[config.mk]
export PLATFORM = sky130hd
export DESIGN_NAME = char_lcd_nibble_interface_unit
export DESIGN_NICKNAME = d
export VERILOG_FILES = /design/src/rtl/core/lcdn_pkg.sv /design/src/rtl/core/char_lcd_nibble_interface_unit.sv /design/src/rtl/core/lcdn_front.sv /design/src/rtl/core/lcdn_queue.sv /design/src/rtl/core/lcdn_back.sv
export SDC_FILE = /design/constraint.sdc
export NUM_CORES = 1
export LEC_CHECK = 0
export BUFFER_PORTS_ARGS = -buffer_cell sky130_fd_sc_hd__buf_2
export CORE_MARGIN = 1
export CORE_UTILIZATION = 63
export CTS_CLUSTER_SIZE = 16
export DETAILED_ROUTE_END_ITERATION = 6
export PLACE_DENSITY = 0.81
export SLEW_MARGIN = 20
export SYNTH_ARGS = -nofsm -noshare
export SYNTH_HDL_FRONTEND = slang
export SYNTH_SLANG_ARGS = --single-unit
[constraint.sdc]
create_clock -name clk -period 5.6 [get_ports clk]
set_clock_uncertainty 0.15 [all_clocks]
set_input_delay 1.12 -clock clk [delete_from_list [all_inputs] [get_ports clk]]
set_output_delay 1.12 -clock clk [all_outputs]
set_load 0.01 [all_outputs]
[src/rtl/core/lcdn_pkg.sv]
`timescale 1ns / 1ps
// lcdn_pkg: shared types, codes, constants and timer helpers for the
// character lcd nibble interface. No dependencies.
package lcdn_pkg;

	// timer
	localparam int TIMER_BITS = 16;
	typedef logic [TIMER_BITS-1:0] timer_t;
	localparam logic [31:0] TIMER_MAX = 32'((64'd1 << TIMER_BITS) - 64'd1);

	// request codes on the cmd field
	typedef enum logic [2:0] {
		CMD_TICK    = 3'd0,
		CMD_COMMAND = 3'd1,
		CMD_DATA    = 3'd2,
		CMD_TEXT    = 3'd3,
		CMD_HEX     = 3'd4
	} lcdn_code_t;

	// configuration register indexes
	typedef enum logic [2:0] {
		REG_POWERUP_WAIT  = 3'd0,
		REG_INIT_FIRST    = 3'd1,
		REG_INIT_SECOND   = 3'd2,
		REG_INIT_STEP     = 3'd3,
		REG_COMMAND_PULSE = 3'd4,
		REG_DATA_PULSE    = 3'd5
	} lcdn_reg_t;

	localparam int CFG_IDX_BITS = 3;

	// bus engine phases
	typedef enum logic [3:0] {
		PH_PWR      = 4'd0,
		PH_INIT_HI  = 4'd1,
		PH_INIT_LO  = 4'd2,
		PH_CMD_HI   = 4'd3,
		PH_CMD_GAP  = 4'd4,
		PH_CMD_LO   = 4'd5,
		PH_CMD_WAIT = 4'd6,
		PH_DAT_HI   = 4'd7,
		PH_DAT_GAP  = 4'd8,
		PH_DAT_LO   = 4'd9,
		PH_DAT_END  = 4'd10,
		PH_IDLE     = 4'd11
	} lcdn_phase_t;

	// classified item kinds
	typedef enum logic [1:0] {
		OP_NOP  = 2'd0,
		OP_TICK = 2'd1,
		OP_REQ  = 2'd2
	} lcdn_op_t;

	typedef struct packed {
		lcdn_op_t   kind;
		logic       is_cmd;      // first byte goes out as a command
		logic [7:0] xfer_byte;   // first byte to send
		logic       pend_set;    // a second byte follows
		logic       pend_cmd;
		logic [7:0] pend_byte;
	} lcdn_item_t;

	typedef struct packed {
		logic [15:0] powerup_wait_us;
		logic [15:0] init_first_pulse_us;
		logic [15:0] init_second_pulse_us;
		logic [15:0] init_step_pulse_us;
		logic [15:0] command_pulse_us;
		logic [15:0] data_pulse_us;
	} lcdn_cfg_t;

	// fixed bytes
	localparam logic [7:0] BYTE_FUNCTION_SET = 8'h28;
	localparam logic [7:0] BYTE_DISPLAY_ON   = 8'h0C;
	localparam logic [7:0] BYTE_CLEAR        = 8'h01;
	localparam logic [7:0] BYTE_ENTRY_MODE   = 8'h06;
	localparam logic [7:0] BYTE_LINE_TWO     = 8'hC0;
	localparam logic [7:0] BYTE_HOME         = 8'h03;
	localparam logic [7:0] BYTE_NEWLINE      = 8'h0A;
	localparam logic [7:0] BYTE_INIT_8BIT    = 8'b0011_0000;
	localparam logic [7:0] BYTE_INIT_4BIT    = 8'b0010_0000;

	function automatic logic [7:0] setup_cmd(input logic [1:0] idx);
		logic [7:0] r;
		unique case (idx)
			2'd0: r = BYTE_FUNCTION_SET;
			2'd1: r = BYTE_DISPLAY_ON;
			2'd2: r = BYTE_CLEAR;
			default: r = BYTE_ENTRY_MODE;
		endcase
		return r;
	endfunction

	// zero acts as one, large values clamp to the timer range
	function automatic timer_t load_len(input logic [15:0] v);
		logic [31:0] n;
		n = {16'd0, v};
		if (n == 32'd0) n = 32'd1;
		if (n > TIMER_MAX) n = TIMER_MAX;
		return n[TIMER_BITS-1:0];
	endfunction

endpackage

[src/rtl/core/char_lcd_nibble_interface_unit.sv]
`timescale 1ns / 1ps
// char_lcd_nibble_interface_unit: top level of the character lcd 4-bit bus
// controller. Depends on lcdn_pkg, lcdn_front, lcdn_queue and lcdn_back.

// Each input transaction is a one-microsecond tick (cmd 0) or a request
// (1 command byte, 2 data byte, 3 text character, 4 hex byte); every input
// transaction yields exactly one result transaction showing the bus lines
// (bus_nibble, reg_select, enable), busy_res and rejected after that item.
// After reset the controller counts powerup_wait_us ticks, runs the 4-bit
// init nibbles and setup commands 0x28, 0x0C, 0x01, 0x06, and only then
// accepts requests; a request arriving while busy is dropped with rejected
// set. Throughput is one transaction per clock while out_ready holds high:
// the front classifies the item as it enters a two-entry queue, and the bus
// engine retires one queue entry per cycle into the result register, which
// stalls while a result waits on out_ready.
// Configuration writes are always accepted (cfg_ready is tied high) and
// should be made while the block is idle.
module char_lcd_nibble_interface_unit (
	input  logic        clk,
	input  logic        arst_n,
	// item channel
	input  logic        in_valid,
	output logic        in_ready,
	input  logic [2:0]  cmd,
	input  logic [7:0]  value,
	input  logic        last,
	// result channel
	output logic        out_valid,
	input  logic        out_ready,
	output logic [3:0]  bus_nibble,
	output logic        reg_select,
	output logic        enable,
	output logic        busy_res,
	output logic        rejected,
	// configuration write channel
	input  logic        cfg_valid,
	output logic        cfg_ready,
	input  logic [lcdn_pkg::CFG_IDX_BITS-1:0] cfg_index,
	input  logic [15:0] cfg_data
);
	import lcdn_pkg::*;

	lcdn_item_t front_item;
	lcdn_item_t head_item;
	logic       q_full;
	logic       q_avail;
	logic       q_pop;
	logic       in_fire;
	lcdn_cfg_t  cfg_q;

	// config registers, written whenever the channel fires
	assign cfg_ready = 1'b1;

	always_ff @(posedge clk or negedge arst_n) begin
		if (!arst_n) begin
			cfg_q.powerup_wait_us      <= 16'd20000;
			cfg_q.init_first_pulse_us  <= 16'd5000;
			cfg_q.init_second_pulse_us <= 16'd200;
			cfg_q.init_step_pulse_us   <= 16'd2000;
			cfg_q.command_pulse_us     <= 16'd2000;
			cfg_q.data_pulse_us        <= 16'd40;
		end else if (cfg_valid && cfg_ready) begin
			// indexes past the register list are ignored
			unique case (cfg_index)
				REG_POWERUP_WAIT:  cfg_q.powerup_wait_us      <= cfg_data;
				REG_INIT_FIRST:    cfg_q.init_first_pulse_us  <= cfg_data;
				REG_INIT_SECOND:   cfg_q.init_second_pulse_us <= cfg_data;
				REG_INIT_STEP:     cfg_q.init_step_pulse_us   <= cfg_data;
				REG_COMMAND_PULSE: cfg_q.command_pulse_us     <= cfg_data;
				REG_DATA_PULSE:    cfg_q.data_pulse_us        <= cfg_data;
				default: begin
				end
			endcase
		end
	end

	// front: classify and expand the incoming item
	lcdn_front u_front (
		.cmd   (cmd),
		.value (value),
		.last  (last),
		.item  (front_item)
	);

	// accept while the queue has room, independent of the result side
	assign in_ready = !q_full;
	assign in_fire  = in_valid && in_ready;

	lcdn_queue u_queue (
		.clk       (clk),
		.arst_n    (arst_n),
		.push      (in_fire),
		.push_item (front_item),
		.full      (q_full),
		.pop       (q_pop),
		.avail     (q_avail),
		.head      (head_item)
	);

	// back: phase machine and result register
	lcdn_back u_back (
		.clk        (clk),
		.arst_n     (arst_n),
		.cfg        (cfg_q),
		.avail      (q_avail),
		.head       (head_item),
		.pop        (q_pop),
		.out_valid  (out_valid),
		.out_ready  (out_ready),
		.bus_nibble (bus_nibble),
		.reg_select (reg_select),
		.enable     (enable),
		.busy_res   (busy_res),
		.rejected   (rejected)
	);

endmodule

[src/rtl/core/lcdn_front.sv]
`timescale 1ns / 1ps
// lcdn_front: classifies an incoming item into tick, request or no-op and
// expands hex and final-text requests into byte pairs. Depends on lcdn_pkg.
module lcdn_front (
	input  logic [2:0]         cmd,
	input  logic [7:0]         value,
	input  logic               last,
	output lcdn_pkg::lcdn_item_t item
);
	import lcdn_pkg::*;

	function automatic logic [7:0] hex_digit(input logic [3:0] n);
		logic [7:0] r;
		if (n < 4'd10) r = 8'h30 | {4'd0, n};
		else r = 8'h37 + {4'd0, n};
		return r;
	endfunction

	always_comb begin
		item = '0;
		item.kind = OP_NOP;
		unique case (cmd)
			CMD_TICK: begin
				item.kind = OP_TICK;
			end
			CMD_COMMAND: begin
				item.kind = OP_REQ;
				item.is_cmd = 1'b1;
				item.xfer_byte = value;
			end
			CMD_DATA: begin
				item.kind = OP_REQ;
				item.xfer_byte = value;
			end
			CMD_TEXT: begin
				item.kind = OP_REQ;
				// newline moves the cursor to line two
				item.is_cmd = (value == BYTE_NEWLINE);
				item.xfer_byte = (value == BYTE_NEWLINE) ? BYTE_LINE_TWO : value;
				item.pend_set = last;
				item.pend_cmd = 1'b1;
				item.pend_byte = BYTE_HOME;
			end
			CMD_HEX: begin
				item.kind = OP_REQ;
				item.xfer_byte = hex_digit(value[7:4]);
				item.pend_set = 1'b1;
				item.pend_byte = hex_digit(value[3:0]);
			end
			default: begin
				item.kind = OP_NOP;
			end
		endcase
	end

endmodule

[src/rtl/core/lcdn_queue.sv]
`timescale 1ns / 1ps
// lcdn_queue: two-entry queue of classified items between the front and
// the bus engine. Depends on lcdn_pkg.
module lcdn_queue (
	input  logic                clk,
	input  logic                arst_n,
	input  logic                push,
	input  lcdn_pkg::lcdn_item_t push_item,
	output logic                full,
	input  logic                pop,
	output logic                avail,
	output lcdn_pkg::lcdn_item_t head
);
	import lcdn_pkg::*;

	lcdn_item_t entry_q [2];
	logic       wr_ptr_q;
	logic       rd_ptr_q;
	logic [1:0] count_q;

	assign full  = (count_q == 2'd2);
	assign avail = (count_q != 2'd0);
	assign head  = entry_q[rd_ptr_q];

	always_ff @(posedge clk) begin
		if (push) begin
			entry_q[wr_ptr_q] <= push_item;
		end
	end

	always_ff @(posedge clk or negedge arst_n) begin
		if (!arst_n) begin
			wr_ptr_q <= 1'b0;
			rd_ptr_q <= 1'b0;
			count_q  <= 2'd0;
		end else begin
			if (push) wr_ptr_q <= ~wr_ptr_q;
			if (pop)  rd_ptr_q <= ~rd_ptr_q;
			count_q <= count_q + {1'b0, push} - {1'b0, pop};
		end
	end

endmodule

[src/rtl/core/lcdn_back.sv]
`timescale 1ns / 1ps
// lcdn_back: bus engine with phase machine, up/down tick timer, pending byte
// and the result register. Depends on lcdn_pkg.
module lcdn_back (
	input  logic                clk,
	input  logic                arst_n,
	input  lcdn_pkg::lcdn_cfg_t  cfg,
	input  logic                avail,
	input  lcdn_pkg::lcdn_item_t head,
	output logic                pop,
	output logic                out_valid,
	input  logic                out_ready,
	output logic [3:0]          bus_nibble,
	output logic                reg_select,
	output logic                enable,
	output logic                busy_res,
	output logic                rejected
);
	import lcdn_pkg::*;

	lcdn_phase_t phase_q, phase_d;
	timer_t      timer_q, timer_d;
	logic [3:0]  step_q, step_d;
	logic [7:0]  byte_q, byte_d;
	logic        rs_q, rs_d;
	logic [7:0]  pend_byte_q, pend_byte_d;
	logic        pend_valid_q, pend_valid_d;
	logic        pend_cmd_q, pend_cmd_d;
	logic        rej_d;

	logic        out_valid_q;
	logic [3:0]  nib_q;
	logic        rs_out_q, en_q, busy_q, rej_q;
	logic [3:0]  nib_d;
	logic        en_d, busy_d;

	assign pop = avail && (!out_valid_q || out_ready);

	// next state
	always_comb begin
		timer_t      t_inc, t_dec;
		logic        go_cmd, go_dat, go_init;
		logic [7:0]  go_byte;
		logic [3:0]  s;

		phase_d      = phase_q;
		timer_d      = timer_q;
		step_d       = step_q;
		byte_d       = byte_q;
		rs_d         = rs_q;
		pend_byte_d  = pend_byte_q;
		pend_valid_d = pend_valid_q;
		pend_cmd_d   = pend_cmd_q;
		rej_d        = 1'b0;
		go_cmd       = 1'b0;
		go_dat       = 1'b0;
		go_init      = 1'b0;
		go_byte      = 8'd0;
		s            = step_q + 4'd1;
		t_inc        = timer_q + timer_t'(1);
		t_dec        = (timer_q != '0) ? timer_q - timer_t'(1) : timer_q;

		unique case (head.kind)
			OP_TICK: begin
				if (phase_q == PH_PWR) begin
					timer_d = t_inc;
					if (t_inc >= load_len(cfg.powerup_wait_us)) begin
						step_d  = 4'd0;
						go_init = 1'b1;
					end
				end else if (phase_q != PH_IDLE) begin
					timer_d = t_dec;
					if (t_dec == '0) begin
						unique case (phase_q)
							PH_INIT_HI: begin
								phase_d = PH_INIT_LO;
								timer_d = timer_t'(1);
							end
							PH_INIT_LO: begin
								if (s < 4'd4) begin
									step_d  = s;
									go_init = 1'b1;
								end else begin
									step_d  = 4'd4;
									go_cmd  = 1'b1;
									go_byte = setup_cmd(2'd0);
								end
							end
							PH_CMD_HI: begin
								phase_d = PH_CMD_GAP;
								timer_d = timer_t'(1);
							end
							PH_CMD_GAP: begin
								phase_d = PH_CMD_LO;
								timer_d = load_len(cfg.command_pulse_us);
							end
							PH_CMD_LO: begin
								phase_d = PH_CMD_WAIT;
								timer_d = load_len(cfg.command_pulse_us);
							end
							PH_DAT_HI: begin
								phase_d = PH_DAT_GAP;
								timer_d = timer_t'(1);
							end
							PH_DAT_GAP: begin
								phase_d = PH_DAT_LO;
								timer_d = load_len(cfg.data_pulse_us);
							end
							PH_DAT_LO: begin
								phase_d = PH_DAT_END;
								timer_d = timer_t'(1);
							end
							PH_CMD_WAIT, PH_DAT_END: begin
								// setup commands first, then a pending byte
								if (step_q >= 4'd4 && step_q < 4'd8) step_d = s;
								if (step_q >= 4'd4 && step_q < 4'd7) begin
									go_cmd  = 1'b1;
									go_byte = setup_cmd(2'(s - 4'd4));
								end else if (pend_valid_q) begin
									pend_valid_d = 1'b0;
									go_cmd       = pend_cmd_q;
									go_dat       = !pend_cmd_q;
									go_byte      = pend_byte_q;
								end else begin
									phase_d = PH_IDLE;
								end
							end
							default: begin
								phase_d = PH_IDLE;
							end
						endcase
					end
				end
			end
			OP_REQ: begin
				if (phase_q != PH_IDLE) begin
					rej_d = 1'b1;
				end else begin
					if (head.pend_set) begin
						pend_valid_d = 1'b1;
						pend_cmd_d   = head.pend_cmd;
						pend_byte_d  = head.pend_byte;
					end
					go_cmd  = head.is_cmd;
					go_dat  = !head.is_cmd;
					go_byte = head.xfer_byte;
				end
			end
			default: begin
			end
		endcase

		if (go_init) begin
			byte_d  = (step_d < 4'd3) ? BYTE_INIT_8BIT : BYTE_INIT_4BIT;
			rs_d    = 1'b0;
			phase_d = PH_INIT_HI;
			if (step_d == 4'd0)      timer_d = load_len(cfg.init_first_pulse_us);
			else if (step_d == 4'd1) timer_d = load_len(cfg.init_second_pulse_us);
			else                     timer_d = load_len(cfg.init_step_pulse_us);
		end
		if (go_cmd) begin
			byte_d  = go_byte;
			rs_d    = 1'b0;
			phase_d = PH_CMD_HI;
			timer_d = load_len(cfg.command_pulse_us);
		end
		if (go_dat) begin
			byte_d  = go_byte;
			rs_d    = 1'b1;
			phase_d = PH_DAT_HI;
			timer_d = load_len(cfg.data_pulse_us);
		end
	end

	// line levels after the item
	always_comb begin
		unique case (phase_d)
			PH_PWR: nib_d = 4'd0;
			PH_INIT_HI, PH_INIT_LO, PH_CMD_HI, PH_CMD_GAP, PH_DAT_HI, PH_DAT_GAP:
				nib_d = byte_d[7:4];
			default: nib_d = byte_d[3:0];
		endcase
		en_d = (phase_d == PH_INIT_HI) || (phase_d == PH_CMD_HI) ||
			(phase_d == PH_CMD_LO) || (phase_d == PH_DAT_HI) || (phase_d == PH_DAT_LO);
		busy_d = (phase_d != PH_IDLE);
	end

	always_ff @(posedge clk or negedge arst_n) begin
		if (!arst_n) begin
			phase_q      <= PH_PWR;
			timer_q      <= '0;
			step_q       <= 4'd0;
			byte_q       <= 8'd0;
			rs_q         <= 1'b0;
			pend_byte_q  <= 8'd0;
			pend_valid_q <= 1'b0;
			pend_cmd_q   <= 1'b0;
			out_valid_q  <= 1'b0;
		end else begin
			if (pop) begin
				phase_q      <= phase_d;
				timer_q      <= timer_d;
				step_q       <= step_d;
				byte_q       <= byte_d;
				rs_q         <= rs_d;
				pend_byte_q  <= pend_byte_d;
				pend_valid_q <= pend_valid_d;
				pend_cmd_q   <= pend_cmd_d;
				out_valid_q  <= 1'b1;
			end else if (out_ready) begin
				out_valid_q  <= 1'b0;
			end
		end
	end

	always_ff @(posedge clk) begin
		if (pop) begin
			nib_q    <= nib_d;
			rs_out_q <= rs_d;
			en_q     <= en_d;
			busy_q   <= busy_d;
			rej_q    <= rej_d;
		end
	end

	assign out_valid  = out_valid_q;
	assign bus_nibble = nib_q;
	assign reg_select = rs_out_q;
	assign enable     = en_q;
	assign busy_res   = busy_q;
	assign rejected   = rej_q;

	a_en_busy: assert property (@(posedge clk) disable iff (!arst_n)
		out_valid_q && en_q |-> busy_q)
		else $error("enable high on an idle result");

	a_idle_no_pend: assert property (@(posedge clk) disable iff (!arst_n)
		(phase_q == PH_IDLE) || (phase_q == PH_PWR) |-> !pend_valid_q)
		else $error("pending byte left over while idle");

	a_init_step: assert property (@(posedge clk) disable iff (!arst_n)
		(phase_q == PH_INIT_HI) || (phase_q == PH_INIT_LO) |-> step_q < 4'd4)
		else $error("init nibble phase with init step out of range");

	a_rej_busy: assert property (@(posedge clk) disable iff (!arst_n)
		pop && rej_d |-> phase_q != PH_IDLE)
		else $error("request rejected while idle");

endmodule

# [Word-level counts from Yosys, hierarchy flattened]
# Memories as Yosys holds them, arrays and structs flattened.
# Cells that the tools add are included.
[op_classes] add_sub_neg=8 multipliers=0 n_div=0 order_cmp=17 eq_ne=43 shift=0 n_mux=137 n_bitwise=3 reduce_logical=46
[op_table] cell="32-bit 2-to-1 mux" count=27
[op_table] cell="16-bit 2-to-1 mux" count=27
[op_table] cell="32-bit by 16-bit greater-than comparator with 1-bit output (second input constant)" count=9
[op_table] cell="16-bit logical NOT" count=7
[op_table] cell="8-bit 2-to-1 mux" count=12
[op_table] cell="4-bit 2-to-1 mux" count=16
[op_table] cell="16-bit case mux with 4 select lines" count=1
[op_table] cell="8-bit case mux with 2 select lines" count=3
[op_table] cell="1-bit 2-to-1 mux" count=37
[op_table] cell="4-bit case mux with 9 select lines" count=1
[op_table] cell="4-bit by 3-bit == test with 1-bit output (second input constant)" count=7
[op_table] cell="8-bit case mux with 3 select lines" count=1
[op_table] cell="4-bit == test (second input constant)" count=5
[op_table] cell="6-bit case mux with 3 select lines" count=1
[op_table] cell="16-bit by 1-bit adder with 16-bit output (second input constant)" count=1
[op_table] cell="4-bit by 2-bit == test with 1-bit output (second input constant)" count=4
[op_table] cell="16-bit greater-or-equal comparator" count=1
[op_table] cell="4-bit case mux with 2 select lines" count=2
[op_table] cell="16-bit nonzero test" count=1
[op_table] cell="16-bit by 1-bit subtractor with 16-bit output (second input constant)" count=1
[op_table] cell="6-bit by 4-bit adder with 7-bit output (first input constant)" count=2
[op_table] cell="3-bit by 2-bit == test with 1-bit output (second input constant)" count=4
[op_table] cell="4-bit by 1-bit == test with 1-bit output (second input constant)" count=3
[op_table] cell="4-bit logical NOT" count=3
[op_table] cell="other kinds (36)" count=78
[word_totals] reg_bits=152 latchBits=0 mem_bits_rw=42 rom_bits=0 inputBits=36 out_inout_bits=11 wordCells=278 n_memories=1
[memory_table] name="u_queue.entry_q" depth=2 word_bits=21 rd=1 rd_ports_with_merged_regs=0 wr=1 line="lcdn_queue.sv:16" source="lcdn_item_t entry_q [2];"

# [Logic depth before layout (Yosys ltp)]
# Gate-level depths: netlist of run 1.
[logic_depth] ltp_word=23 ltp_mapped=19 depth_no_buf=17

# [Modules after synthesis]
# Synthesis of run 1 repeated with hierarchy kept, for this count alone.
[unflattened] cells_unflattened=1132 hier_area_um2=11647.4
[modules_own_cells] module="lcdn_back" instances=1 cells_per_inst=770 area_per_inst_um2=5736.8 seq_area_each_um2=1341.3
[modules_own_cells] module="char_lcd_nibble_interface_unit" instances=1 cells_per_inst=212 area_per_inst_um2=3729.8 seq_area_each_um2=2436.1
[modules_own_cells] module="lcdn_queue" instances=1 cells_per_inst=80 area_per_inst_um2=1719.1 seq_area_each_um2=1361.3
[modules_own_cells] module="lcdn_front" instances=1 cells_per_inst=70 area_per_inst_um2=461.7 seq_area_each_um2=0.0

# [Worst setup path before layout of run 1]
# No wires, ideal clock.
[synth_path] path_kind="register to register" from="register u_back.timer_q[0]" to="register u_back.nib_q[0], in the netlist u_back.bus_nibble[0] (data pin)" setup_time_ns=0.274 arrival_time_ns=4.365 t_required_ns=5.176 slack_ns=0.811 stages_incl_launch_ff=17 n_path_buf=4 period_less_slack_ns=4.789 path_cell_list="dfrtp_1 -> buf_6 -> inv_1 -> ha_1 -> or3b_2 -> nor4_1 -> mux2_2 -> or4_1 -> buf_2 -> or3_1 -> buf_6 -> o22a_1 -> buf_4 -> nand4_2 -> nor2_1 -> a2111oi_4 -> o32ai_1"
[synth_between] elab_chain_cells=13 word_cells_on_any_way=49 cone_classes="add/sub: 2; order compare: 2; eq/ne: 6; mux: 35; reduce/logical: 4"
[synth_rtl] item="from (decl)" line="lcdn_back.sv:22" source="timer_t timer_q, timer_d;"
[synth_rtl] item="from (signal assigned)" line="lcdn_back.sv:202" source="timer_q <= timer_d;"
[synth_rtl] item="parallel branches: the longest is 12 deep, another holds 16-bit by 1-bit adder with 16-bit output"
[synth_rtl] item="4-bit case mux with 2 select lines *" line="lcdn_back.sv:177" source="unique case (phase_d)"
[synth_rtl] item="net u_back.nib_d[0]" line="lcdn_back.sv:34" source="logic [3:0] nib_d;"
[synth_rtl] item="to (signal assigned)" line="lcdn_back.sv:218" source="nib_q <= nib_d;"
[synth_rtl] item="to (decl)" line="lcdn_back.sv:32" source="logic [3:0] nib_q;"
# Mark *: on every way through the listed nets, which the timed path passes.
# A chain may end at the register's enable or synchronous reset.

# [Worst setup path after layout of run 1]
[layout_path] from="register u_back.timer_q[1]" to="register u_back.nib_q[2], in the netlist u_back.bus_nibble[2] (data pin)"
[layout_between] elab_chain_cells=13 word_cells_on_any_way=42 cone_classes="add/sub: 2; order compare: 1; eq/ne: 6; mux: 29; reduce/logical: 4"
[layout_rtl] item="parallel branches: the longest is 12 deep, another holds 16-bit by 1-bit adder with 16-bit output"
[layout_rtl] item="4-bit case mux with 2 select lines *" line="lcdn_back.sv:177"
[layout_rtl] item="net u_back.nib_d[2]" line="lcdn_back.sv:34"
# Marked as above.

==> results of run 1 <==
[per-stage QoR]
step | cells | hold slack (ns) | area, sq um | util [%]
after CTS | 1392 | 0.332 | 12400 | 71.2
after global routing | 1392 | 0.357 | 12400 | 71.2
after floorplan | 1127 | 0.292 | 11400 | -
after detailed placement | 1360 | 0.314 | 11800 | 67.6
after global placement | 1360 | 0.307 | 11800 | 67.6
final | 1392 | 0.329 | 12400 | 71.2
[layer usage]
metal	wire, um	track usage [%]	vias to the layer above
met5	0	0	-
met4	1140	15.1	0
met3	3140	6.45	116
met2	13800	51.4	626
met1	13800	52.7	4628
li1	-	-	4254
[logic make-up (layout without fill, tap and decap cells)]
group           after synthesis  count (layout)
compound gates              285             285
xor+xnor                     28              28
fa+ha+maj                    31              31
buf+inv                     113             153
flops                       191             191
mux                         126             126
other cells                   1               1
simple gates                352             352
[worst max-delay path: cells and delay by family (launching register included)]
kind                     cells  cell delay, ns
multiplexers                 1            0.39
adder cells (fa/ha/maj)      1            0.26
AND/OR/NAND/NOR              5            2.23
flip-flops                   1            0.47
buffers and inverters        1            0.13
AO/OA/AOI/OAI                4            1.35
[power by group through the flow]
| stage | combinational, W | sequential, W | clock, W |
|---|---|---|---|
| after floorplan | 0.00151 | 0.00199 | 0 |
| after global placement | 0.00197 | 0.00211 | 0 |
| after detailed placement | 0.00200 | 0.00213 | 0 |
| after CTS | 0.00203 | 0.00211 | 0.00128 |
| after global routing | 0.00224 | 0.00216 | 0.00133 |
| final | 0.00208 | 0.00213 | 0.00128 |
[flip-flops by register name, indices dropped and copies added (netlist names), 2 cells and up]
register,count
u_queue.count_q,2
u_back.step_q,4
u_back.phase_q,4
u_back.byte_q,8
cfg_q,96
u_back.timer_q,16
u_back.pend_byte_q,7
u_queue.entry_q,40
u_back.bus_nibble,4
[Yosys cell counts (27+ instances only)]
library cell,number
a21oi_1,37
ha_1,31
inv_1,39
mux2i_1,34
nor2_1,65
dfstp_2,27
nor4_1,35
clkbuf_1,52
nand2_1,121
o21ai_0,82
edfxtp_1,48
mux2_2,92
dfrtp_1,116
[worst min-delay path by stage]
stage	from	endpoint	slack (ns)	cells past startpoint
2_1_floorplan	u_back.pend_byte_q[6]	u_back.pend_byte_q[6]	0.29	2
3_5_place_dp	u_back.byte_q[5]	u_back.byte_q[5]	0.31	2
6_report	u_back.byte_q[5]	u_back.byte_q[5]	0.33	2
4_1_cts	u_back.byte_q[5]	u_back.byte_q[5]	0.33	2
3_3_place_gp	u_back.byte_q[5]	u_back.byte_q[5]	0.31	2
5_1_grt	u_back.byte_q[5]	u_back.byte_q[5]	0.36	2
[area by class of cell]
type	instances	area, sq um
Multi-Input combinational cell	823	5840
Sequential cell	191	5050
Fill cell	1261	5030
Timing Repair Buffer	80	494
Clock buffer	18	450
Tap cell	225	282
Clock inverter	14	175
Inverter	41	154
==> out/qor.yml, run 1 <==
outcome:
  status: "completed"
die:
  die_h_um: 136
  start_util_pct: 65.0
  die_w_um: 136
  core-area_sq_um: 17500
  rows: 48
  die-area_sq_um: 18600
  ioPinCount: 47
routing:
  drt.antenna.violating_nets: 0
  drt-total-wl_um: 31800
  routed-via-count: 9624
  dr.pass1.iters: 6
  drt_iter0_markers: 1159
  wl_per_cell_um: 22.9
  drc: 0
  via_per_inst: 6.91
placed_design:
  hpwl_um: 22400
  dp_slack_ns: 0.417
  port_buffers: 45
  gp_congestion: 1.01
worst_setup_path:
  critical_path_required_ns: 5.62
  r2r_end: "u_back.bus_nibble[2]"
  crit_type: "flip-flop to flip-flop"
  crit_chain: "inv_1 > ha_1 > or3b_2 > nor4_1 > mux2_2 > or4_1 > or3_1 > o22a_1 > a31oi_2 > nor3_1 > a2111oi_4 > o22ai_1"
  critical_path.startpoint_type: "flip-flop"
  ff2ff_path_depth: 12
  crit_path_max_incr_delay_ns: 0.67
  reg2reg_slack_ns: 0.35
  crit_fanout: 12
  r2r_start: "u_back.timer_q[1]"
  arrival_ns: 5.27
  slowest_stage: "or4_1"
  endpoint: "u_back.bus_nibble[2]"
  crit_path_end_kind: "flip-flop"
  cp-startpoint: "u_back.timer_q[1]"
timing:
  fin_crit_sh_pct: 93.8
  setup_viol: 0
  tightest_slew_ns: 0.962
  post-route-min-period_ns: 5.25
  drv_slew: 0
  finalHoldViolCount: 0
  setup_slack_ns: 0.348
  fin_tns_setup_ns: 0
  slew_headroom_pct: 35.8
  rsz0062_at_grt: "false"
  maxClockFrequency_ghz: 0.190
power_and_ir_drop:
  combPwrFrac_pct: 37.9
  ir_drop_mv: 0.297
  powerDensity_nw_per_um2: 441
  p_seq_share_pct: 38.8
  total_leakage_power_nw: 5.09
  p_sw_w: 0.00217
  p_int_w: 0.00332
  p_total_w: 0.00549
  netSwitchingFraction_pct: 39.5
  clkPwrFrac_pct: 23.3
global_route:
  grt_pass1_vias: 8898
  grt_pass1_wl_um: 49900
  grt.total_usage_pct: 35.7
  antenna_found_initial: 0
  grt_max_degree: 106
  grt_remaining_overflow: 0
synthesis:
  synth_top_family_by_area: "compound AO/OA/AOI/OAI gates"
  synth_warnings: 0
  yosysSeqAreaShare_pct: 44.5
  synth_ff_type: "dfrtp_1"
  async_flop_share_pct: 74.9
  synth-xor-area-share_pct: 2.16
  synth_compound_area_share_pct: 17.7
  synth_top_cell_area_share_pct: 25.5
  yosysTopAreaCell: "dfrtp_1"
  avgSynthCellArea_sq_um: 10.1
  synth-simple-area-share_pct: 15.7
  yosysUniqueCellTypes: 84
  synthTopCellsByArea: "dfrtp_1 (26%), edfxtp_1 (13%), mux2_2 (9.1%), dfstp_2 (6.2%), nand2_1 (4.0%)"
  netlist_area_sq_um: 11400
  ys_seq_elements: 191
  synthMuxAreaShare_pct: 12.1
  syn_inst: 1127
  synthAdderAreaFrac_pct: 3.41
  synth_edf_count: 48
  syn-num-nets: 1194
clock_tree:
  cts_tree: "built"
  clock-sinks: 191
  numCtsBuffers: 17
  cts-htree-levels: 4
  cts_setup_buffers: 0
  cts_hold_buf: 0
  clk_pin_slew_worst_paths_ns: 0.08
  clockBufferDepth: 2
  cts_resized: 0
  clk_latency_ns: 0.44
  cts-root-buf: "clkbuf_16"
layout:
  layout_commonest_cell: "nand2_1"
  area_growth_pct: 9.53
  drive_gt1_share_pct: 22.6
  final_cell_mix: "nand2_1 (121), dfrtp_1 (116), mux2_2 (92), o21ai_0 (82), nor2_1 (65)"
  n_antenna_cell: 0
  nets: 1221
hold_path:
  hold_path.class: "flip-flop to flip-flop"
job:
  drv_cap: 0
Note: power is estimated with default switching activity, not from simulation.
==> run 2, diff against run 1 <==
--- a/config.mk
+++ b/config.mk
@@ -5,12 +5,13 @@
 export SDC_FILE = /design/constraint.sdc
 export NUM_CORES = 1
 export LEC_CHECK = 0
-export BUFFER_PORTS_ARGS = -buffer_cell sky130_fd_sc_hd__buf_2
+export BUFFER_PORTS_ARGS = -buffer_cell sky130_fd_sc_hd__clkbuf_2
 export CORE_MARGIN = 1
-export CORE_UTILIZATION = 63
+export CORE_UTILIZATION = 65
+export CTS_BUF_LIST = sky130_fd_sc_hd__clkbuf_8
 export CTS_CLUSTER_SIZE = 16
 export DETAILED_ROUTE_END_ITERATION = 6
-export PLACE_DENSITY = 0.81
+export PLACE_DENSITY = 0.83
 export SLEW_MARGIN = 20
 export SYNTH_ARGS = -nofsm -noshare
 export SYNTH_HDL_FRONTEND = slang
==> run 2 against run 1 <==
Final area fell by 1.9%. Global-route usage up 0.34 points. Largest cell class unchanged. Register-to-register slack worse by 0.09 ns. Sequential share of layout area increased by 0.77 points. Sequential cell count stayed put. First-iteration DRC count is 12% lower. Final cell count shrank 0.65%. Count of clock-buffer cells in the layout stayed put. Sequential power barely moved. Highest routed layer unchanged.
==> out/qor.yml, run 2 (synthesis gave the netlist of run 1 again) <==
global_route:
  grt_pass1_vias: 8845  # was 8,898
  grt_max_degree: 101  # was 106
  antenna_found_initial: 0  # unchanged
  grt_pass1_wl_um: 49000  # was 49,900 um
  grt_remaining_overflow: 0  # unchanged
  grt.total_usage_pct: 36.0  # was 35.7%
routing:
  drt_iter0_markers: 1021  # was 1,159
  drt.antenna.violating_nets: 0  # unchanged
  drc: 0  # unchanged
  wl_per_cell_um: 22.4  # was 22.9 um
  drt-total-wl_um: 31000  # was 31,800 um
  via_per_inst: 6.87  # was 6.91
  dr.pass1.iters: 6  # unchanged
  routed-via-count: 9508  # was 9,624
layout:
  largest_reg_flops: 96  # unchanged
  max_flop_register: "cfg_q"  # unchanged
  final_cell_mix: "nand2_1 (121), dfrtp_1 (116), mux2_2 (92), o21ai_0 (82), nor2_1 (65)"  # unchanged
  final_cells: 1383  # was 1,392
  area_growth_pct: 7.49  # was 9.53%
  post-route-util_pct: 72.6  # was 71.2%
  reg_top3: "cfg_q x96, u_queue.entry_q x40, u_back.timer_q x16"  # unchanged
  finalInstanceArea_sq_um: 12200  # was 12,400 sq um
  drive_gt1_share_pct: 22.4  # was 22.6%
  layout_commonest_cell: "nand2_1"  # unchanged
  multiInputGateArea_sq_um: 5850  # was 5840 sq um
  fillers: 1236  # was 1,261
  nets: 1217  # was 1,221
  n_antenna_cell: 0  # unchanged
  seqCellArea_sq_um: 5050  # unchanged
worst_setup_path:
  reg2reg_slack_ns: 0.26  # was 0.35 ns
  crit_chain: "inv_1 > ha_1 > or3b_2 > nor4_1 > mux2_2 > or4_1 > or3_1 > o22a_1 > a31oi_2 > nor3_1 > a2111oi_4 > o32ai_1"  # was inv_1 > ha_1 > or3b_2 > nor4_1 > mux2_2 > or4_1 > or3_1 > o22a_1 > a31oi_2 > nor3_1 > a2111oi_4 > o22ai_1
  critical_path.startpoint_type: "flip-flop"  # unchanged
  arrival_ns: 5.42  # was 5.27 ns
  crit_fanout: 14  # was 12
  crit_path_end_kind: "flip-flop"  # unchanged
  crit_type: "flip-flop to flip-flop"  # unchanged
  slowest_stage: "or4_1"  # unchanged
  path_delay_family: "simple AND/OR/NAND/NOR gates"  # unchanged
  critical_path_required_ns: 5.67  # was 5.62 ns
  crit_path_max_incr_delay_ns: 0.67  # about the same
  critPathBufInv: 1  # unchanged
timing:
  slew_headroom_pct: 37.2  # was 35.8%
  setup_viol: 0  # unchanged
  finalHoldViolCount: 0  # unchanged
  fin_tns_setup_ns: 0  # unchanged
  setup_slack_ns: 0.256  # was 0.348 ns
  rsz0062_at_grt: "false"  # unchanged
  drv_slew: 0  # unchanged
  tightest_slew_ns: 0.940  # was 0.962 ns
  post-route-min-period_ns: 5.34  # was 5.25 ns
  maxClockFrequency_ghz: 0.187  # was 0.190 GHz
  fin_crit_sh_pct: 95.4  # was 93.8%
die:
  start_util_pct: 67.6  # was 65.0%
  core-area_sq_um: 16800  # was 17,500 sq um
  die-area_sq_um: 18000  # was 18,600 sq um
  ioPinCount: 47  # unchanged
  die_w_um: 134  # was 136 um
  die_h_um: 134  # was 136 um
  rows: 47  # was 48
placed_design:
  placed_area_sq_um: 11800  # about the same
  gp_congestion: 0.965  # was 1.01
  dp_slack_ns: 0.280  # was 0.417 ns
  port_buffers: 45  # unchanged
  hpwl_um: 22300  # was 22,400 um
  dp_cells: 1351  # was 1,360
clock_tree:
  cts-htree-levels: 4  # unchanged
  cts-root-buf: "clkbuf_8"  # was clkbuf_16
  numCtsBuffers: 17  # unchanged
  clk_pin_slew_worst_paths_ns: 0.10  # was 0.08 ns
  clock-sinks: 191  # unchanged
  clockBufferDepth: 2  # unchanged
  clk_latency_ns: 0.48  # was 0.44 ns
  cts_tree: "built"  # unchanged
power_and_ir_drop:
  clkPwrFrac_pct: 18.6  # was 23.3%
  ir_drop_mv: 0.336  # was 0.297 mV
  p_int_w: 0.00303  # was 0.00332 W
  p_sw_w: 0.00209  # was 0.00217 W
  netSwitchingFraction_pct: 40.9  # was 39.5%
  powerDensity_nw_per_um2: 419  # was 441 nW/um^2
  combPwrFrac_pct: 39.5  # was 37.9%
  total_leakage_power_nw: 4.99  # was 5.09 nW
  p_seq_share_pct: 41.9  # was 38.8%
outcome:
  status: "completed"  # unchanged
hold_path:
  hold_path.class: "flip-flop to flip-flop"  # unchanged
job:
  drv_cap: 0  # unchanged
[run 2: changes by cell type in the layout (fill, tap and decap cells not counted), sizes merged]
cell | before | now
buf | 80 | 32
clkbuf | 18 | 62
clkinv | 7 | 4
clkinvlp | 0 | 1
inv | 46 | 48
[run 2: through the flow]
| stage | power (W) | hold slack, ns |
|---|---|---|
| 2_1_floorplan | 0.00349 | 0.292 |
| 5_1_grt | 0.00537 | 0.369 |
| 4_1_cts | 0.00505 | 0.346 |
| 6_report | 0.00512 | 0.344 |
| 3_3_place_gp | 0.00407 | 0.309 |
| 3_5_place_dp | 0.00411 | 0.323 |
[run 2: cell type report]
type / instances / share of cell area [%]
clock buffer: 18 / 2.03
clock inverter: 14 / 1.43
timing repair buffer: 76 / 3.80
multi-input combinational: 823 / 47.9
sequential: 191 / 41.4
inverter: 41 / 1.26
tap: 220 / 2.25
[run 2: tightest hold or removal path: stages (launching register included)]
cell	delay, ns
dfrtp_1	0.36
nand2_1	0.05
o21ai_0	0.06
[run 2: worst paths after layout]
path	to	from	depth (start not counted)
max	u_back.bus_nibble[0]	u_back.timer_q[1]	12
min reg2reg	u_back.byte_q[1]	u_back.byte_q[1]	2
max in group asynchronous	u_back.timer_q[2]	arst_n	2
min	u_back.byte_q[1]	u_back.byte_q[1]	2
max reg2reg	u_back.bus_nibble[0]	u_back.timer_q[1]	12
min in group asynchronous	cfg_q[50]	arst_n	1
[run 2: power by group through the flow]
stage / Clock, W / Sequential, W / Combinational [W]
floorplan: 0 / 0.00199 / 0.00151
global placement: 0 / 0.00214 / 0.00193
detailed placement: 0 / 0.00215 / 0.00195
CTS: 0.000957 / 0.00213 / 0.00197
global route: 0.00101 / 0.00218 / 0.00218
finish: 0.000952 / 0.00214 / 0.00202
[run 2: repair_timing]
action | in CTS | in global routing
gates resized for setup | 0 | 1
setup endpoints to repair | 0 | 5
buffers inserted | 0 | 0
hold buffers | 0 | 0
endpoints found under the hold margin | 0 | 0
[run 2: layer usage]
layer	up-vias	routed length (um)	global-route usage (%)
met5	-	0	0
met4	0	1060	15.0
met3	82	3350	7.33
met2	622	13400	51.8
met1	4545	13200	53.2
li1	4259	-	-
